`config.mk`:
```
export PLATFORM = sky130hd
export DESIGN_NAME = lfo_waveform_generator_unit
export DESIGN_NICKNAME = d
export VERILOG_FILES = /design/src/design/lfo_pkg.sv /design/src/design/lfo_waveform_generator_unit.sv
export SDC_FILE = /design/constraint.sdc
export NUM_CORES = 1
export LEC_CHECK = 0
export CAP_MARGIN = 20
export CORE_ASPECT_RATIO = 1.25
export CORE_MARGIN = 10
export CORE_UTILIZATION = 55
export CTS_BUF_LIST = sky130_fd_sc_hd__clkbuf_8
export DETAILED_ROUTE_END_ITERATION = 10
export DONT_BUFFER_PORTS = 1
export PLACE_DENSITY_LB_ADDON = 0.12
export RECOVER_POWER = 50
export SETUP_SLACK_MARGIN = 0.15
export SYNTH_ARGS = -nofsm -noshare
export SYNTH_HDL_FRONTEND = slang
export SYNTH_SLANG_ARGS = --single-unit
export TNS_END_PERCENT = 1
```
`constraint.sdc`:
```
create_clock -name clk -period 4.7 [get_ports clk]
set_input_delay 1.175 -clock clk [delete_from_list [all_inputs] [get_ports clk]]
set_output_delay 1.175 -clock clk [all_outputs]
set_load 0.01 [all_outputs]
```
`src/design/lfo_pkg.sv`:
```
// Package for the low-frequency oscillator: widths, rate constants, waveform codes, sine table.
`default_nettype none

package lfo_pkg;

    localparam int COUNT_WIDTH = 16;

    localparam logic [14:0] RATE_BASE  = 15'd31254;
    localparam logic [14:0] RATE_SLOPE = 15'd119;
    localparam logic [7:0]  TRI_PEAK   = 8'h7F;

    typedef enum logic [1:0] {
        WAVE_SINE = 2'd0,
        WAVE_SAW  = 2'd1,
        WAVE_TRI  = 2'd2
    } wave_code_t;

    typedef logic [COUNT_WIDTH-1:0] count_t;

    // One period of sine scaled to 0..254 around 127; the last entry is pinned to 127.
    localparam logic [7:0] SINE_TABLE [256] = '{
        8'd127, 8'd130, 8'd133, 8'd136, 8'd139, 8'd142, 8'd145, 8'd148,
        8'd151, 8'd154, 8'd157, 8'd160, 8'd163, 8'd166, 8'd169, 8'd172,
        8'd175, 8'd178, 8'd181, 8'd184, 8'd186, 8'd189, 8'd192, 8'd194,
        8'd197, 8'd200, 8'd202, 8'd205, 8'd207, 8'd209, 8'd212, 8'd214,
        8'd216, 8'd218, 8'd221, 8'd223, 8'd225, 8'd227, 8'd229, 8'd230,
        8'd232, 8'd234, 8'd235, 8'd237, 8'd239, 8'd240, 8'd241, 8'd243,
        8'd244, 8'd245, 8'd246, 8'd247, 8'd248, 8'd249, 8'd250, 8'd250,
        8'd251, 8'd252, 8'd252, 8'd253, 8'd253, 8'd253, 8'd253, 8'd253,
        8'd254, 8'd253, 8'd253, 8'd253, 8'd253, 8'd253, 8'd252, 8'd252,
        8'd251, 8'd250, 8'd250, 8'd249, 8'd248, 8'd247, 8'd246, 8'd245,
        8'd244, 8'd243, 8'd241, 8'd240, 8'd239, 8'd237, 8'd235, 8'd234,
        8'd232, 8'd230, 8'd229, 8'd227, 8'd225, 8'd223, 8'd221, 8'd218,
        8'd216, 8'd214, 8'd212, 8'd209, 8'd207, 8'd205, 8'd202, 8'd200,
        8'd197, 8'd194, 8'd192, 8'd189, 8'd186, 8'd184, 8'd181, 8'd178,
        8'd175, 8'd172, 8'd169, 8'd166, 8'd163, 8'd160, 8'd157, 8'd154,
        8'd151, 8'd148, 8'd145, 8'd142, 8'd139, 8'd136, 8'd133, 8'd130,
        8'd127, 8'd123, 8'd120, 8'd117, 8'd114, 8'd111, 8'd108, 8'd105,
        8'd102, 8'd99,  8'd96,  8'd93,  8'd90,  8'd87,  8'd84,  8'd81,
        8'd78,  8'd75,  8'd72,  8'd69,  8'd67,  8'd64,  8'd61,  8'd59,
        8'd56,  8'd53,  8'd51,  8'd48,  8'd46,  8'd44,  8'd41,  8'd39,
        8'd37,  8'd35,  8'd32,  8'd30,  8'd28,  8'd26,  8'd24,  8'd23,
        8'd21,  8'd19,  8'd18,  8'd16,  8'd14,  8'd13,  8'd12,  8'd10,
        8'd9,   8'd8,   8'd7,   8'd6,   8'd5,   8'd4,   8'd3,   8'd3,
        8'd2,   8'd1,   8'd1,   8'd0,   8'd0,   8'd0,   8'd0,   8'd0,
        8'd0,   8'd0,   8'd0,   8'd0,   8'd0,   8'd0,   8'd1,   8'd1,
        8'd2,   8'd3,   8'd3,   8'd4,   8'd5,   8'd6,   8'd7,   8'd8,
        8'd9,   8'd10,  8'd12,  8'd13,  8'd14,  8'd16,  8'd18,  8'd19,
        8'd21,  8'd23,  8'd24,  8'd26,  8'd28,  8'd30,  8'd32,  8'd35,
        8'd37,  8'd39,  8'd41,  8'd44,  8'd46,  8'd48,  8'd51,  8'd53,
        8'd56,  8'd59,  8'd61,  8'd64,  8'd67,  8'd69,  8'd72,  8'd75,
        8'd78,  8'd81,  8'd84,  8'd87,  8'd90,  8'd93,  8'd96,  8'd99,
        8'd102, 8'd105, 8'd108, 8'd111, 8'd114, 8'd117, 8'd120, 8'd127
    };

endpackage

`default_nettype wire

```
`src/design/lfo_waveform_generator_unit.sv`:
```
// Top level of the low-frequency oscillator: tick counter, phase, sine ROM and level stage.
`default_nettype none

// Each accepted input word is one timer tick and yields exactly one output word.
// The block takes a word in every clock cycle. A word is registered in the middle
// stage as it is accepted and then in the output register. On acceptance the counter
// is compared, the phase is advanced on a match and the synchronous sine ROM is read
// at the new phase. As the middle stage moves on, a word that stepped the phase forms
// the level from that ROM word or from the phase; other words repeat the held level.
// A stalled output register holds the middle stage, and the input is then taken only
// when that stage moves on. A valid knob reading with a tick sets the compare value
// from the next tick on. Reset is asynchronous and clears the counter, the compare
// value, the phase and the held level; the first tick then advances the phase.
module lfo_waveform_generator_unit (
    input  wire logic       clk,
    input  wire logic       rst_n,
    input  wire logic       in_valid,
    output logic            in_ready,
    input  wire logic       knob_valid,
    input  wire logic [7:0] knob_level,
    input  wire logic [1:0] wave_choice,
    output logic            out_valid,
    input  wire logic       out_ready,
    output logic [7:0]      out_level,
    output logic            phase_step,
    output logic [7:0]      phase_now
);
    import lfo_pkg::*;

    count_t      tick_count_reg, tick_count_next;
    count_t      compare_reg, compare_next;
    logic [7:0]  phase_reg, phase_next;
    logic [7:0]  level_hold_reg, level_hold_next;

    logic        s1_valid_reg, s1_valid_next;
    logic        s1_stepped_reg;
    logic [7:0]  s1_phase_reg;
    wave_code_t  s1_choice_reg;
    logic [7:0]  rom_data_reg;

    logic        out_valid_reg, out_valid_next;
    logic [7:0]  out_level_reg;
    logic        out_step_reg;
    logic [7:0]  out_phase_reg;

    logic        in_accept;
    logic        s1_adv;
    logic        out_free;
    logic        match;
    logic [14:0] knob_product;
    logic [14:0] rate_value;
    logic [7:0]  wave_value;

    assign out_free  = !out_valid_reg || out_ready;
    assign s1_adv    = s1_valid_reg && out_free;
    assign in_ready  = !s1_valid_reg || s1_adv;
    assign in_accept = in_valid && in_ready;
    assign match     = (tick_count_reg == compare_reg);

    assign knob_product = RATE_SLOPE * 15'(knob_level);
    assign rate_value   = RATE_BASE - knob_product;

    always_comb
    begin
        tick_count_next = tick_count_reg;
        phase_next      = phase_reg;
        compare_next    = compare_reg;
        if (in_accept)
        begin
            if (match)
            begin
                tick_count_next = '0;
                phase_next      = phase_reg + 8'd1;
            end
            else
            begin
                tick_count_next = tick_count_reg + count_t'(1);
            end
            if (knob_valid)
            begin
                compare_next = count_t'(rate_value);
            end
        end
    end

    // The triangle holds its previous level when the phase sits exactly on the peak.
    always_comb
    begin
        case (s1_choice_reg)
            WAVE_SAW:
            begin
                wave_value = s1_phase_reg;
            end
            WAVE_TRI:
            begin
                if (s1_phase_reg < TRI_PEAK)
                begin
                    wave_value = {s1_phase_reg[6:0], 1'b0};
                end
                else if (s1_phase_reg > TRI_PEAK)
                begin
                    wave_value = {~s1_phase_reg[6:0], 1'b0};
                end
                else
                begin
                    wave_value = level_hold_reg;
                end
            end
            default:
            begin
                wave_value = rom_data_reg;
            end
        endcase
    end

    always_comb
    begin
        level_hold_next = level_hold_reg;
        if (s1_adv && s1_stepped_reg)
        begin
            level_hold_next = wave_value;
        end
    end

    always_comb
    begin
        s1_valid_next = s1_valid_reg;
        if (in_accept)
        begin
            s1_valid_next = 1'b1;
        end
        else if (s1_adv)
        begin
            s1_valid_next = 1'b0;
        end
    end

    always_comb
    begin
        out_valid_next = out_valid_reg;
        if (s1_adv)
        begin
            out_valid_next = 1'b1;
        end
        else if (out_ready)
        begin
            out_valid_next = 1'b0;
        end
    end

    always_ff @(posedge clk or negedge rst_n)
    begin
        if (!rst_n)
        begin
            tick_count_reg <= '0;
            compare_reg    <= '0;
            phase_reg      <= '0;
            level_hold_reg <= '0;
            s1_valid_reg   <= 1'b0;
            out_valid_reg  <= 1'b0;
        end
        else
        begin
            tick_count_reg <= tick_count_next;
            compare_reg    <= compare_next;
            phase_reg      <= phase_next;
            level_hold_reg <= level_hold_next;
            s1_valid_reg   <= s1_valid_next;
            out_valid_reg  <= out_valid_next;
        end
    end

    // Sine ROM read at the new phase; the word waits with the middle stage under a stall.
    always_ff @(posedge clk)
    begin
        if (in_accept)
        begin
            rom_data_reg   <= SINE_TABLE[phase_next];
            s1_stepped_reg <= match;
            s1_phase_reg   <= phase_next;
            s1_choice_reg  <= wave_code_t'(wave_choice);
        end
    end

    always_ff @(posedge clk)
    begin
        if (s1_adv)
        begin
            out_level_reg <= level_hold_next;
            out_step_reg  <= s1_stepped_reg;
            out_phase_reg <= s1_phase_reg;
        end
    end

    assign out_valid  = out_valid_reg;
    assign out_level  = out_level_reg;
    assign phase_step = out_step_reg;
    assign phase_now  = out_phase_reg;

`ifndef NO_ASSERTIONS
    a_s1_hold: assert property (@(posedge clk) disable iff (!rst_n)
        (s1_valid_reg && !s1_adv) |=> (s1_valid_reg && $stable(s1_phase_reg)))
        else $error("middle stage lost or changed its word under a stall");

    a_step_clears: assert property (@(posedge clk) disable iff (!rst_n)
        (in_accept && match) |=> (tick_count_reg == '0))
        else $error("tick counter not cleared on a phase step");

    a_phase_inc: assert property (@(posedge clk) disable iff (!rst_n)
        (in_accept && match) |=> (phase_reg == $past(phase_reg) + 8'd1))
        else $error("phase did not advance by one on a step");

    a_phase_hold: assert property (@(posedge clk) disable iff (!rst_n)
        !(in_accept && match) |=> $stable(phase_reg))
        else $error("phase changed without a step");

    a_ready_empty: assert property (@(posedge clk) disable iff (!rst_n)
        !s1_valid_reg |-> in_ready)
        else $error("input blocked with an empty middle stage");
`endif

endmodule

`default_nettype wire
```
==> flow_summary.json <==
{
  "run_status": "finished clean",
  "clock_tree.buffer_depth": 2,
  "antenna_violations_before_repair": 0,
  "post-layout-total-power_mw": 3.01,
  "routed-via-count": 6939,
  "die-width_um": 126,
  "timing.critical_path.to_type": "flop",
  "gpl.final_weighted_congestion": 0.984,
  "start_util_pct": 55.7,
  "postSynth.asyncResetShare_pct": 57.6,
  "cp_slowest_stage_delay_ns": 0.53,
  "timing.max_slew.rel_slack_pct": 22.5,
  "timing_worst_slew_pin_value_ns": 1.16,
  "drive_gt1_share_pct": 13.1,
  "global_route_wire_length_before_repair_um": 36100,
  "detail-route-antenna-nets": 0,
  "synthAdderAreaFrac_pct": 16.4,
  "post_synth_num_cell_types": 73,
  "vdd.ir_drop.worst_mv": 0.303,
  "crit_type": "in2reg",
  "synthMuxAreaShare_pct": 1.36,
  "cts_root_buffer": "clkbuf_8",
  "tritoncts": "built",
  "ys_warn_count": 0,
  "hp-start": "s1_stepped_reg$_DFFE_PP_",
  "synth_simple_gate_area_share_pct": 15.6,
  "placeable_core_region_um2": 13800,
  "slowest_stage": "fa_1",
  "ys_seq_elements": 85,
  "timing.critical_path.mode_cell": "fa_1",
  "cts.sinks": 85,
  "final.period_utilization_pct": 98.0,
  "drt-vias-per-instance": 6.35,
  "post-route-drc-count": 0,
  "total_count_of_hold_check_failures_in_the_final_report": 0,
  "largest_fanout_of_any_net_on_the_critical_path": 7,
  "floorplan.die.height_um": 152,
  "firstDrtPassIters": 6,
  "ctsHoldBuffers": 0,
  "wire_per_inst_um": 20.4,
  "timing.critical_path.from_type": "input pin",
  "cts.clk_slew.worst_paths_ns": 0.08,
  "fraction_of_synthesized_cell_area_in_xor_and_xnor_cells_pct": 5.14,
  "worst_r2r_startpoint": "tick_count_reg[6]$_DFFE_PN0P_",
  "via_count_of_the_first_global_routing_pass": 6856,
  "die_area_um2": 19100,
  "synth_compound_gate_area_share_pct": 23.3,
  "num-nets-final": 1013,
  "clkLatencyLatePin_ns": 0.36,
  "leakagePower_nw": 3.49,
  "synth_area_per_cell_um2": 8.48,
  "maxClockFrequency_mhz": 217,
  "diodes": 0,
  "cp_data_arrival_time_ns": 4.81,
  "worstPathRequired_ns": 4.91,
  "area_delta_synth_final_pct": 9.21,
  "power_density_nw_per_um2": 360,
  "synth_flop_type": "dfrtp_1",
  "drv_slew": 0,
  "path_cells": "clkinvlp_4 > fa_1 > inv_1 > fa_1 > fa_1 > inv_1 > fa_1 > ha_4 > buf_4 > a21oi_4 > nand2b_4 > a21boi_1 > o31a_1 > o41ai_2 > xor2_1 > o21ai_0",
  "clock_tree.htree_level_count": 3,
  "min_path_cells": 0,
  "pin_count_of_the_biggest_net_entering_global_routing": 50,
  "design_area_um2": 8370,
  "startpoint": "knob_level[1]",
  "finalCriticalPeriod_ns": 4.60,
  "fin_setup_tns_ns": 0,
  "worst_hold_path_type": "reg2reg",
  "dpl.hpwl_um": 17100,
  "design.portCount": 34,
  "setup-violations-final": 0,
  "placementRows": 48,
  "largest_register_ffs": 16,
  "whs_endpoint": "phase_step$_DFFE_PP_",
  "numCtsBuffers": 9,
  "placed_cell_area_um2": 8080,
  "port_buffers": 0,
  "drt_wl_total_um": 22300,
  "timing.reg2reg.setup_slack_ns": 0.48,
  "rsz_0062_raised_after_global_routing": "true",
  "drt-initial-drc-count": 745,
  "maxCapViolCount": 0,
  "finalClockSkew_ns": 0.00834,
  "syn_area_um2": 7660,
  "seq_area_frac_synth_pct": 30.1,
  "worstRegToRegCells": 15,
  "syn_inst": 904,
  "synth-edff-count": 36,
  "groute.usage.overall_pct": 22.7,
  "grt_overflow_total": 0,
  "r2r-end": "rom_data_reg[3]$_DFFE_PP_",
  "synth_fp_nets": 1004,
  "largest_family_of_logic_cells_by_synthesized_area": "compound AO/OA/AOI/OAI gates"
}
[critical path, delay by kind of cell]
kind / cells / cell delay, ns
AO/OA/AOI/OAI: 5 / 0.83
XOR/XNOR: 1 / 0.17
adder cells (fa/ha/maj): 5 / 2.20
buffers and inverters: 4 / 0.31
AND/OR/NAND/NOR: 1 / 0.13
[metrics by stage]
| stage | hold slack, ns | util [%] | worst slack [ns] | std cells |
|---|---|---|---|---|
| finish | 0.480 | 60.8 | 0.0952 | 1093 |
| global route | 0.471 | 60.8 | -0.0487 | 1093 |
| CTS | 0.478 | 60.4 | 0.0413 | 1092 |
| detailed placement | 0.452 | 58.8 | -0.347 | 1076 |
| global placement | 0.439 | 58.8 | -0.293 | 1076 |
| floorplan | 0.426 | - | -0.176 | 904 |
[cell usage after synthesis (16+ instances only)]
cell type	number	area (um^2)
inv_1	83	312
clkbuf_1	32	120
nor3_1	21	105
dfrtp_1	49	1230
a31oi_1	16	100
buf_2	24	120
nor2_1	64	240
xor2_1	32	280
ha_1	59	738
nand2_1	89	334
o21ai_0	84	420
edfxtp_1	36	1080
fa_1	26	521
a21oi_1	60	300
[metal layers]
layer,vias up,global-route usage [%],share of wire [%]
met2,309,40.2,52
met4,0,12.3,5.1
li1,3233,-,-
met3,65,3.69,5.7
met5,-,0,0
met1,3332,25.3,37
[layout make-up]
cell class	instances	area, um^2
timing repair buffer	61	458
inverter	90	347
multi-input combinational	666	4820
tap	175	219
clock inverter	7	97.6
sequential	85	2310
clock buffer	9	124
fill	1206	5390
[how the worst max path moves through the flow]
stage / cells past startpoint / end
global route: 17 / compare_reg[14]$_DFFE_PN0P_
finish: 16 / compare_reg[13]$_DFFE_PN0P_
detailed placement: 15 / compare_reg[13]$_DFFE_PN0P_
CTS: 15 / compare_reg[13]$_DFFE_PN0P_
floorplan: 17 / compare_reg[14]$_DFFE_PN0P_
global placement: 17 / compare_reg[14]$_DFFE_PN0P_
[power breakdown]
| part | switching, mW | leakage, nW | internal [mW] |
|---|---|---|---|
| registers | 0.127 | 0.931 | 0.909 |
| clock network | 0.267 | 0.102 | 0.301 |
| logic | 0.776 | 2.46 | 0.633 |
[cell families after synthesis]
family                     count (synthesis)
and+or+nand+nor                          246
xor gates and xnor gates                  45
AOI/OAI and AO/OA                        280
adders and majority gates                 85
muxes                                     10
DFF                                       85
buffers and inverters                    153
[repair_timing]
item,4_1_cts,5_1_grt
setup endpoints to repair,2,5
resized for setup,0,11
buffers inserted,0,1
gates cloned,0,0
pin swaps,1,7
[cell usage in the layout (no fill, tap or decap), types with 9 or more instances in the layout]
cell,netlist,routed
nand2_1,89,89
o211ai_1,11,11
o21ai_0,84,81
nand3_1,13,13
edfxtp_1,36,36
dfrtp_1,49,49
ha_1,59,57
nor2_1,64,64
nor3_1,21,21
nand4_1,13,13
clkbuf_8,0,9
buf_4,1,61
fa_1,26,26
a31oi_1,16,16
inv_1,83,80
a21oi_1,60,57
xnor2_1,13,13
o22ai_1,11,11
o221ai_1,11,11
xor2_1,32,32
(Power assumes the default switching activity.)
